**config.mk**
```make
export PLATFORM = sky130hd
export DESIGN_NAME = xmodem_block_receiver
export DESIGN_NICKNAME = d
export VERILOG_FILES = /design/src/design/xmbr_pkg.sv /design/src/design/xmbr_ctrl.sv /design/src/design/xmbr_dp.sv /design/src/design/xmodem_block_receiver.sv
export SDC_FILE = /design/constraint.sdc
export NUM_CORES = 1
export LEC_CHECK = 0
export BUFFER_PORTS_ARGS = -buffer_cell sky130_fd_sc_hd__buf_2
export CAP_MARGIN = 20
export CORE_ASPECT_RATIO = 0.5
export CORE_MARGIN = 2
export CORE_UTILIZATION = 50
export DETAILED_ROUTE_END_ITERATION = 16
export PLACE_DENSITY = 0.68
export SLEW_MARGIN = 20
export SYNTH_ARGS = -nofsm -noshare
export SYNTH_HDL_FRONTEND = slang
export SYNTH_SLANG_ARGS = --single-unit
```
**constraint.sdc**
```tcl
create_clock -name i_clk -period 3.7 [get_ports i_clk]
set_input_delay 0.555 -clock i_clk [delete_from_list [all_inputs] [get_ports i_clk]]
set_output_delay 0.555 -clock i_clk [all_outputs]
set_load 0.01 [all_outputs]
```
**src/design/xmbr_pkg.sv**
```systemverilog
// shared types, codes and defaults for the xmodem block receiver
`default_nettype none

package xmbr_pkg;

    localparam int DATA_BYTES_DEF = 5;

    localparam logic [7:0] CODE_NAK = 8'h15;
    localparam logic [7:0] CODE_ACK = 8'h06;
    localparam logic [7:0] CODE_EOT = 8'h04;
    localparam logic [7:0] CODE_SOH = 8'h01;

    localparam logic ACTION_START = 1'b0;
    localparam logic ACTION_BYTE  = 1'b1;

    typedef struct packed {
        logic       action;
        logic [7:0] rx_byte;
    } t_in_word;

    typedef struct packed {
        logic       is_reply;
        logic [7:0] out_byte;
        logic       last;
    } t_out_word;

    typedef enum logic [1:0] {
        S_IN,
        S_READ,
        S_EMIT,
        S_ACK
    } t_state;

    typedef struct packed {
        logic in_ready;
        logic rd_issue;
        logic emit_payload;
        logic emit_ack;
    } t_ctrl_cmd;

    typedef struct packed {
        logic slot_free;
        logic chk_ok;
        logic rd_last;
    } t_dp_status;

endpackage

`default_nettype wire

```
**src/design/xmbr_ctrl.sv**
```systemverilog
// controller state machine: input taking and payload release sequence
`default_nettype none

module xmbr_ctrl
    import xmbr_pkg::*;
(
    input  wire logic       i_clk,
    input  wire logic       i_rst_n,
    input  wire logic       i_in_valid,
    input  wire t_dp_status i_status,
    output t_ctrl_cmd       o_cmd
);

    t_state r_state;
    t_state n_state;

    always_ff @(posedge i_clk) begin
        if (!i_rst_n) begin
            r_state <= S_IN;
        end else begin
            r_state <= n_state;
        end
    end

    always_comb begin
        n_state = r_state;
        unique case (r_state)
            S_IN: begin
                if (i_in_valid && i_status.slot_free && i_status.chk_ok) begin
                    n_state = S_READ;
                end
            end
            S_READ: begin
                n_state = S_EMIT;
            end
            S_EMIT: begin
                if (i_status.slot_free) begin
                    n_state = i_status.rd_last ? S_ACK : S_READ;
                end
            end
            S_ACK: begin
                if (i_status.slot_free) begin
                    n_state = S_IN;
                end
            end
            default: begin
                n_state = S_IN;
            end
        endcase
    end

    always_comb begin
        o_cmd = '0;
        unique case (r_state)
            S_IN:    o_cmd.in_ready     = i_status.slot_free;
            S_READ:  o_cmd.rd_issue     = 1'b1;
            S_EMIT:  o_cmd.emit_payload = i_status.slot_free;
            S_ACK:   o_cmd.emit_ack     = i_status.slot_free;
            default: o_cmd = '0;
        endcase
    end

endmodule

`default_nettype wire

```
**src/design/xmbr_dp.sv**
```systemverilog
// datapath: framing counter, checksum, payload memory and output register
`default_nettype none

module xmbr_dp
    import xmbr_pkg::*;
#(
    parameter int DATA_BYTES = DATA_BYTES_DEF
) (
    input  wire logic      i_clk,
    input  wire logic      i_rst_n,
    input  wire logic      i_in_valid,
    input  wire t_in_word  i_in_word,
    input  wire logic      i_out_ready,
    input  wire t_ctrl_cmd i_cmd,
    output t_dp_status     o_status,
    output logic           o_out_valid,
    output t_out_word      o_out_word
);

    localparam int POS_W = $clog2(DATA_BYTES + 4);
    localparam int IDX_W = (DATA_BYTES > 1) ? $clog2(DATA_BYTES) : 1;
    localparam logic [POS_W-1:0] POS_FIRST   = POS_W'(0);
    localparam logic [POS_W-1:0] POS_PAYLOAD = POS_W'(3);
    localparam logic [POS_W-1:0] POS_CHECK   = POS_W'(DATA_BYTES + 3);
    localparam logic [IDX_W-1:0] IDX_LAST    = IDX_W'(DATA_BYTES - 1);

    logic             r_active;
    logic [POS_W-1:0] r_pos;
    logic [7:0]       r_sum;
    logic [IDX_W-1:0] r_idx;
    logic [7:0]       r_rd_data;
    logic [7:0]       r_mem [DATA_BYTES];
    logic             r_out_valid;
    t_out_word        r_out_word;

    logic             n_active;
    logic [POS_W-1:0] n_pos;
    logic [7:0]       n_sum;
    logic             n_out_valid;
    t_out_word        n_out_word;

    logic             in_fire;
    logic             is_byte;
    logic             wr_en;
    logic [POS_W-1:0] wr_pos;
    logic [IDX_W-1:0] wr_idx;

    assign in_fire = i_in_valid && i_cmd.in_ready;
    assign is_byte = (i_in_word.action == ACTION_BYTE);
    assign wr_en   = in_fire && is_byte && r_active && (r_pos >= POS_PAYLOAD)
                     && (r_pos < POS_CHECK);
    assign wr_pos  = r_pos - POS_PAYLOAD;
    assign wr_idx  = wr_pos[IDX_W-1:0];

    assign o_status.slot_free = !r_out_valid || i_out_ready;
    assign o_status.chk_ok    = is_byte && r_active && (r_pos == POS_CHECK)
                                && (i_in_word.rx_byte == r_sum);
    assign o_status.rd_last   = (r_idx == IDX_LAST);

    // frame handling on an accepted word, and payload or ACK output during release
    always_comb begin
        n_active    = r_active;
        n_pos       = r_pos;
        n_sum       = r_sum;
        n_out_valid = r_out_valid && !i_out_ready;
        n_out_word  = r_out_word;
        if (in_fire) begin
            if (!is_byte) begin
                n_active    = 1'b1;
                n_pos       = POS_FIRST;
                n_sum       = '0;
                n_out_valid = 1'b1;
                n_out_word  = '{is_reply: 1'b1, out_byte: CODE_NAK, last: 1'b1};
            end else if (r_active) begin
                if (r_pos == POS_FIRST) begin
                    if (i_in_word.rx_byte == CODE_EOT) begin
                        n_active    = 1'b0;
                        n_out_valid = 1'b1;
                        n_out_word  = '{is_reply: 1'b1, out_byte: CODE_ACK, last: 1'b1};
                    end else if (i_in_word.rx_byte == CODE_SOH) begin
                        n_pos = r_pos + POS_W'(1);
                    end else begin
                        n_out_valid = 1'b1;
                        n_out_word  = '{is_reply: 1'b1, out_byte: CODE_NAK, last: 1'b1};
                    end
                end else if (r_pos < POS_PAYLOAD) begin
                    // block-number bytes pass unchecked
                    n_pos = r_pos + POS_W'(1);
                end else if (r_pos < POS_CHECK) begin
                    n_sum = r_sum + i_in_word.rx_byte;
                    n_pos = r_pos + POS_W'(1);
                end else begin
                    n_pos = POS_FIRST;
                    n_sum = '0;
                    if (i_in_word.rx_byte != r_sum) begin
                        n_out_valid = 1'b1;
                        n_out_word  = '{is_reply: 1'b1, out_byte: CODE_NAK, last: 1'b1};
                    end
                end
            end
        end else if (i_cmd.emit_payload) begin
            n_out_valid = 1'b1;
            n_out_word  = '{is_reply: 1'b0, out_byte: r_rd_data, last: 1'b0};
        end else if (i_cmd.emit_ack) begin
            n_out_valid = 1'b1;
            n_out_word  = '{is_reply: 1'b1, out_byte: CODE_ACK, last: 1'b1};
        end
    end

    always_ff @(posedge i_clk) begin
        if (!i_rst_n) begin
            r_active    <= 1'b0;
            r_pos       <= POS_FIRST;
            r_sum       <= '0;
            r_idx       <= '0;
            r_out_valid <= 1'b0;
        end else begin
            r_active    <= n_active;
            r_pos       <= n_pos;
            r_sum       <= n_sum;
            r_out_valid <= n_out_valid;
            if (in_fire) begin
                r_idx <= '0;
            end else if (i_cmd.emit_payload) begin
                r_idx <= r_idx + IDX_W'(1);
            end
        end
    end

    always_ff @(posedge i_clk) begin
        r_out_word <= n_out_word;
    end

    // payload memory, one write and one registered read port
    always_ff @(posedge i_clk) begin
        if (wr_en) begin
            r_mem[wr_idx] <= i_in_word.rx_byte;
        end
        if (i_cmd.rd_issue) begin
            r_rd_data <= r_mem[r_idx];
        end
    end

    assign o_out_valid = r_out_valid;
    assign o_out_word  = r_out_word;

endmodule

`default_nettype wire

```
**src/design/xmodem_block_receiver.sv**
```systemverilog
// top level of the xmodem block receiver with 8-bit sum check
//
//  channel | valid      | ready       | word
//  --------+------------+-------------+------------------------------------
//  input   | i_in_valid | o_in_ready  | i_in_word  (action, rx_byte)
//  output  | o_out_valid| i_out_ready | o_out_word (is_reply, out_byte, last)
//
// an input word is taken whenever the output register is free or being
// drained; a good checksum word then releases the frame, each payload byte
// read through the memory's registered read port and then emitted, followed
// by the ACK, with no input taken meanwhile.
// synchronous active-low reset clears framing and control; the payload memory
// is not cleared. a stalled output register holds input and release alike.
`default_nettype none

module xmodem_block_receiver
    import xmbr_pkg::*;
#(
    parameter int DATA_BYTES = DATA_BYTES_DEF
) (
    input  wire logic     i_clk,
    input  wire logic     i_rst_n,
    input  wire logic     i_in_valid,
    output logic          o_in_ready,
    input  wire t_in_word i_in_word,
    output logic          o_out_valid,
    input  wire logic     i_out_ready,
    output t_out_word     o_out_word
);

    t_ctrl_cmd  cmd;
    t_dp_status status;

    xmbr_ctrl u_ctrl (
        .i_clk      (i_clk),
        .i_rst_n    (i_rst_n),
        .i_in_valid (i_in_valid),
        .i_status   (status),
        .o_cmd      (cmd)
    );

    xmbr_dp #(
        .DATA_BYTES (DATA_BYTES)
    ) u_dp (
        .i_clk       (i_clk),
        .i_rst_n     (i_rst_n),
        .i_in_valid  (i_in_valid),
        .i_in_word   (i_in_word),
        .i_out_ready (i_out_ready),
        .i_cmd       (cmd),
        .o_status    (status),
        .o_out_valid (o_out_valid),
        .o_out_word  (o_out_word)
    );

    assign o_in_ready = cmd.in_ready;

endmodule

`default_nettype wire

```
==> out/metrics.cfg, run 1 <==
[sta]
setup_slack_ns = 1.32
slew_headroom = 0.393
tightest_slew_ns = 0.911
fmaxAchievable_mhz = 421
rsz0062_at_grt = false
fin_crit_ns = 2.38
hold_violations = 0
slew_viol_final = 0
finClkSkew_ns = 0.00588
post-route-period-util = 0.642
fin_tns_setup_ns = 0
hold_slack_ns = 0.463
finalSetupViolations = 0

[global_route]
grt_max_degree = 22
busiest_layer = met2
grt-ovfl-total = 0
grtUsageMet1 = 0.259
first_global_vias = 2125
use_met2 = 0.294
grt_pass1_wl_mm = 10.9
track_usage = 0.193
met3_usage = 0.0693
antenna_found_initial = 0

[placed_design]
dp_worst_setup_slack_ns = 0.977
io_buffers = 24
place_congestion = 0.785
placed_area_mm2 = 0.00367
dp_cells = 364
dp_hpwl_mm = 4.44

[layout]
fillers = 523
final_design_area_no_fill_mm2 = 0.00397
layout.nets = 309
multiInputGateArea_mm2 = 0.00129
layout.cells.non_filler = 380
insertedDiodeCount = 0
final_common_cell = edfxtp_1
finish.utilization = 0.595
drive_above_1_share = 0.229
final_cell_mix = edfxtp_1 (57), buf_2 (24), dfxtp_1 (19)
regArea_mm2 = 0.00209
syn_to_final_growth_pct = 15.0

[worst_setup_path]
arrival_ns = 2.34
startpoint_type = register
worst-endpoint-required_ns = 3.66
crit_start = u_dp.o_out_valid$_SDFF_PN0_
critPathSlowestCell = a21oi_1
critPathCaptureType = register
worst_path_largest_cell_delay_ns = 0.70
r2r_start = u_dp.o_out_valid$_SDFF_PN0_
path_cells = nor2b_4 > or4b_4 > mux2_2 > a21oi_1
crit_type = register to register
rrSetupSlack_ns = 1.32
path_buf_inv = 0
crit_family = simple AND/OR/NAND/NOR gates
cp_max_fo = 10

[cts]
cts.repair.resized = 0
cts_tree = yes
hold_buffers = 0
cts_setup_buffers = 0
numCtsBuffers = 9
cts_buffer_depth = 2
clkLatencyLatePin_ns = 0.34
clockRootBuffer = clkbuf_16
cts.clk_slew.worst_paths_ns = 0.06
cts.sinks = 76
h-tree-depth = 3

[route]
viasPerCell = 5.56
antenna_left = 0
vias = 2111
wl_per_cell_um = 16.8
first_iter_violations = 161
drt_wl_total_mm = 6.39
drc_errors = 0
dr.pass1.iters = 4

[power]
finalPower_mw = 1.87
ir_worst_vdd_mv = 0.219
power_frac_seq = 0.496
power_density_mw_per_mm2 = 471
clockPowerShare = 0.451
p_sw_frac = 0.235
p_comb_frac = 0.053
internal-power_mw = 1.43
switchingPower_mw = 0.439
leakagePower_nw = 1.44

[logic_synthesis]
synth_area_mm2 = 0.00345
async_flop_share = 0
synth_xor_area_frac = 0.0228
syn_nets = 279
synth_compound_area_frac = 0.0840
synth_ff_type = edfxtp_1
muxShareOfSynthArea = 0.0844
synth_warnings = 0
ys_types = 49
synth_edf_count = 57
synth-simple-area-share = 0.131
synthAdderAreaFrac = 0.0493
avgSynthCellArea_um2 = 13.7
synth_top_family_by_area = simple AND/OR/NAND/NOR gates
ys_seq_area_frac = 0.606
netlist_instances = 253
yosys_register_bits = 76

[die]
die_area_mm2 = 0.00763
initial_core_util = 0.518
pin_count = 25
fp.dieW_um = 122
dieHeight_um = 62.8
num_rows = 21
core_mm2 = 0.00667

[min_path]
hold_start = u_dp.r_sum[3]$_SDFFE_PN0P_
hold_class = register to register

[outcome]
status = complete, no violations

[run]
cap_violations = 0

-- flip-flops by register name (all words and copies together), names as in the netlist --
| signal | flops |
|---|---|
| u_dp.o_out_word | 9 |
| u_dp.r_idx | 3 |
| u_dp.r_pos | 4 |
| u_dp.o_out_valid | 1 |
| u_ctrl.r_state | 2 |
| u_dp.r_sum | 8 |
| u_dp.r_rd_data | 8 |
| u_dp.r_mem | 40 |
| u_dp.r_active | 1 |
-- worst register-to-register path: stages (launching register included) --
cell and delay (ns):
dfxtp_1 0.32, nor2b_4 0.16, or4b_4 0.55, mux2_2 0.28
a21oi_1 0.70
-- layer usage --
metal / vias to the layer above / wire length (um)
li1: 1022 / -
met1: 1028 / 2980
met2: 55 / 3000
met3: 6 / 349
met4: 0 / 53
met5: - / 0
-- worst paths after layout --
path	end	depth (start not counted)
max reg2reg	u_dp.o_out_word[6]$_SDFFCE_PP0P_	4
min	u_dp.r_sum[3]$_SDFFE_PN0P_	2
max	u_dp.o_out_word[6]$_SDFFCE_PP0P_	4
min reg2reg	u_dp.r_sum[3]$_SDFFE_PN0P_	2
-- cells in the mapped netlist (2+ instances only) --
master | instances | area, um2
mux4_2 | 8 | 180
edfxtp_1 | 57 | 1710
and3_1 | 5 | 31.3
nand2b_1 | 3 | 18.8
and4b_1 | 2 | 20.0
inv_1 | 8 | 30.0
nand3_1 | 9 | 45.0
o21ai_0 | 2 | 10.0
dfxtp_1 | 19 | 380
o21ai_1 | 2 | 10.0
o31ai_1 | 2 | 15.0
a211oi_1 | 2 | 15.0
nor3_1 | 5 | 25.0
mux2_2 | 9 | 101
a32o_1 | 4 | 40.0
a21o_1 | 4 | 30.0
a21oi_1 | 6 | 30.0
nor2_1 | 15 | 56.3
xnor2_1 | 4 | 35.0
nor4b_1 | 2 | 17.5
nand4_1 | 4 | 25.0
and2_1 | 6 | 37.5
nor2b_1 | 4 | 25.0
ha_1 | 12 | 150
nand2_1 | 17 | 63.8
o21a_1 | 5 | 37.5
nor4_1 | 2 | 12.5
buf_2 | 2 | 10.0
clkbuf_1 | 5 | 18.8
xor2_1 | 5 | 43.8
a21boi_0 | 5 | 37.5
-- layout make-up --
| type | count | area share |
|---|---|---|
| well taps | 92 | 0.0290 |
| multi-input cells | 160 | 0.325 |
| inverters | 8 | 0.00756 |
| clock buffers | 9 | 0.0567 |
| clock inverters | 7 | 0.0173 |
| repair buffers | 28 | 0.0378 |
| flip-flops and latches | 76 | 0.527 |
-- cells by family after synthesis --
family	after synthesis
compound gates	38
xor+xnor	9
fa+ha+maj	13
buf+inv	17
flops	76
mux	18
simple gates	82
-- power groups by stage --
stage | Clock, mW | Sequential, mW | Combinational (mW)
final | 0.844 | 0.929 | 0.0991
after global routing | 0.901 | 0.930 | 0.111
after CTS | 0.857 | 0.929 | 0.0989
after detailed placement | 0 | 0.947 | 0.0984
after global placement | 0 | 0.947 | 0.0951
after floorplan | 0 | 0.949 | 0.0599
No activity file was read; power rests on OpenSTA's default activity.
==> run 2, diff against run 1 <==
--- a/config.mk
+++ b/config.mk
@@ -11,7 +11,7 @@
 export CORE_MARGIN = 2
 export CORE_UTILIZATION = 50
 export DETAILED_ROUTE_END_ITERATION = 16
-export PLACE_DENSITY = 0.68
+export PLACE_DENSITY = 0.71
 export SLEW_MARGIN = 20
 export SYNTH_ARGS = -nofsm -noshare
 export SYNTH_HDL_FRONTEND = slang
==> constraint.sdc (replaced) <==
create_clock -name i_clk -period 2.18 [get_ports i_clk]
set_input_delay 0.327 -clock i_clk [delete_from_list [all_inputs] [get_ports i_clk]]
set_output_delay 0.327 -clock i_clk [all_outputs]
set_load 0.01 [all_outputs]
==> out/metrics.cfg, run 2 (same netlist as run 1, synthesis figures left out) <==
[die]
core_mm2 = 0.00667  ; unchanged
num_rows = 21  ; unchanged
initial_core_util = 0.518  ; unchanged
die_area_mm2 = 0.00763  ; unchanged
dieHeight_um = 62.8  ; unchanged
pin_count = 25  ; unchanged
fp.dieW_um = 122  ; unchanged

[route]
dr.pass1.iters = 4  ; unchanged
drt_wl_total_mm = 6.77  ; was 6.39 mm
drc_errors = 0  ; unchanged
wl_per_cell_um = 17.2  ; was 16.8 um
viasPerCell = 5.55  ; was 5.56
antenna_left = 0  ; unchanged
first_iter_violations = 142  ; was 161
vias = 2181  ; was 2111

[cts]
cts.sinks = 76  ; unchanged
cts_setup_buffers = 0  ; unchanged
cts_buffer_depth = 2  ; unchanged
hold_buffers = 0  ; unchanged
h-tree-depth = 3  ; unchanged
numCtsBuffers = 9  ; unchanged
cts_tree = yes  ; unchanged
cts.repair.resized = 0  ; unchanged
clockRootBuffer = clkbuf_16  ; unchanged
clkLatencyLatePin_ns = 0.33  ; was 0.34 ns
cts.clk_slew.worst_paths_ns = 0.06  ; about the same

[global_route]
grt_max_degree = 22  ; unchanged
antenna_found_initial = 0  ; unchanged
grt-ovfl-total = 0  ; unchanged
grt_pass1_wl_mm = 11.2  ; was 10.9 mm
first_global_vias = 2188  ; was 2125
track_usage = 0.196  ; was 0.193

[power]
internal-power_mw = 2.42  ; was 1.43 mW
ir_worst_vdd_mv = 0.427  ; was 0.219 mV
switchingPower_mw = 0.684  ; was 0.439 mW
leakagePower_nw = 1.50  ; was 1.44 nW
power_frac_seq = 0.508  ; was 0.496
clockPowerShare = 0.431  ; was 0.451
p_comb_frac = 0.060  ; was 0.053
p_sw_frac = 0.221  ; was 0.235
finalPower_mw = 3.10  ; was 1.87 mW
power_density_mw_per_mm2 = 762  ; was 471 mW/mm2

[placed_design]
io_buffers = 24  ; unchanged
dp_hpwl_mm = 4.80  ; was 4.44 mm
placed_area_mm2 = 0.00379  ; was 0.00367 mm2
dp_cells = 377  ; was 364
place_congestion = 0.878  ; was 0.785

[layout]
largest_register_ffs = 40  ; unchanged
layout.nets = 322  ; was 309
drive_above_1_share = 0.262  ; was 0.229
layout.cells.non_filler = 393  ; was 380
syn_to_final_growth_pct = 17.7  ; was 15.0%
finish.utilization = 0.609  ; was 0.595
regMostFlops = u_dp.r_mem  ; unchanged
fillers = 523  ; unchanged
final_design_area_no_fill_mm2 = 0.00407  ; was 0.00397 mm2
final_cell_mix = edfxtp_1 (57), buf_2 (24), dfxtp_1 (19)  ; unchanged
final_common_cell = edfxtp_1  ; unchanged
insertedDiodeCount = 0  ; unchanged

[worst_setup_path]
startpoint_type = register  ; unchanged
critPathCaptureType = register  ; unchanged
path_cells = nor2b_4 > or4b_4 > mux2_2 > a21oi_2  ; was nor2b_4 > or4b_4 > mux2_2 > a21oi_1
arrival_ns = 2.00  ; was 2.34 ns
crit_type = register to register  ; unchanged
worst-endpoint-required_ns = 2.14  ; was 3.66 ns
cp_max_fo = 10  ; unchanged
critPathSlowestCell = or4b_4  ; was a21oi_1
worst_path_largest_cell_delay_ns = 0.52  ; was 0.70 ns

[sta]
finClkSkew_ns = 0.00445  ; was 0.00588 ns
slew_viol_final = 0  ; unchanged
slew_headroom = 0.611  ; was 0.393
tightest_slew_ns = 0.579  ; was 0.911 ns
hold_violations = 0  ; unchanged
rsz0062_at_grt = false  ; unchanged
post-route-period-util = 0.932  ; was 0.642
fmaxAchievable_mhz = 492  ; was 421 MHz
fin_crit_ns = 2.03  ; was 2.38 ns
finalSetupViolations = 0  ; unchanged

[run]
cap_violations = 0  ; unchanged

[outcome]
status = complete, no violations  ; unchanged

[min_path]
hold_class = input pin to register  ; was register to register

==> run 2: changes by cell type in the layout (fill, tap and decap cells not counted), moves of 2 or more <==
cell	previous run	this run
clkinv_2	0	2
clkinv_4	0	2
buf_4	4	16
clkinvlp_4	2	0
==> run 2: area by class of cell <==
type	count	area, um2	share of cell area
clock buffer	9	225	0.0554
clock inverter	7	48.8	0.0120
sequential	76	2090	0.514
tap	92	115	0.0283
multi-input combinational	160	1290	0.318
timing repair buffer	41	260	0.0640
inverter	8	30.0	0.00738
==> run 2: per-layer routing <==
| layer | GRT usage | up-vias | part of all wire |
|---|---|---|---|
| li1 | - | 1054 | - |
| met1 | 0.269 | 1065 | 0.45 |
| met2 | 0.314 | 58 | 0.49 |
| met3 | 0.0529 | 4 | 0.054 |
| met4 | 0.0474 | 0 | 0.0047 |
| met5 | 0 | - | 0 |
==> run 2: worst max-delay path, delay by kind of cell, from the launching register on <==
kind / cells / cell delay (ns)
compound gates: 1 / 0.42
flops: 1 / 0.30
mux: 1 / 0.28
simple gates: 2 / 0.67
==> run 2: final timing paths <==
kind                                       to                         from  cells past startpoint  slack (ns)
max reg2reg  u_dp.o_out_word[4]$_SDFFCE_PP0P_  u_dp.o_out_valid$_SDFF_PN0_                      4        0.15
max          u_dp.o_out_word[4]$_SDFFCE_PP0P_  u_dp.o_out_valid$_SDFF_PN0_                      4        0.15
min reg2reg        u_dp.r_sum[3]$_SDFFE_PN0P_   u_dp.r_sum[3]$_SDFFE_PN0P_                      2        0.47
min                u_dp.r_mem[0][5]$_DFFE_PP_                 i_in_word[5]                      1        0.27
==> run 2: power groups by stage <==
stage,clock [mW],sequential (mW),combinational [mW]
floorplan,0,1.61,0.103
CTS,1.35,1.58,0.186
global placement,0,1.61,0.176
finish,1.34,1.58,0.187
detailed placement,0,1.61,0.183
global route,1.42,1.58,0.207
==> run 2: per-stage QoR <==
step	setup WS (ns)	setup TNS [ns]	hold WS (ns)
after floorplan	-0.103	-1.93	0.426
after detailed placement	0.0327	0	0.462
after global placement	0.0742	0	0.460
after CTS	0.128	0	0.267
final	0.147	0	0.273
after global routing	0.0573	0	0.269
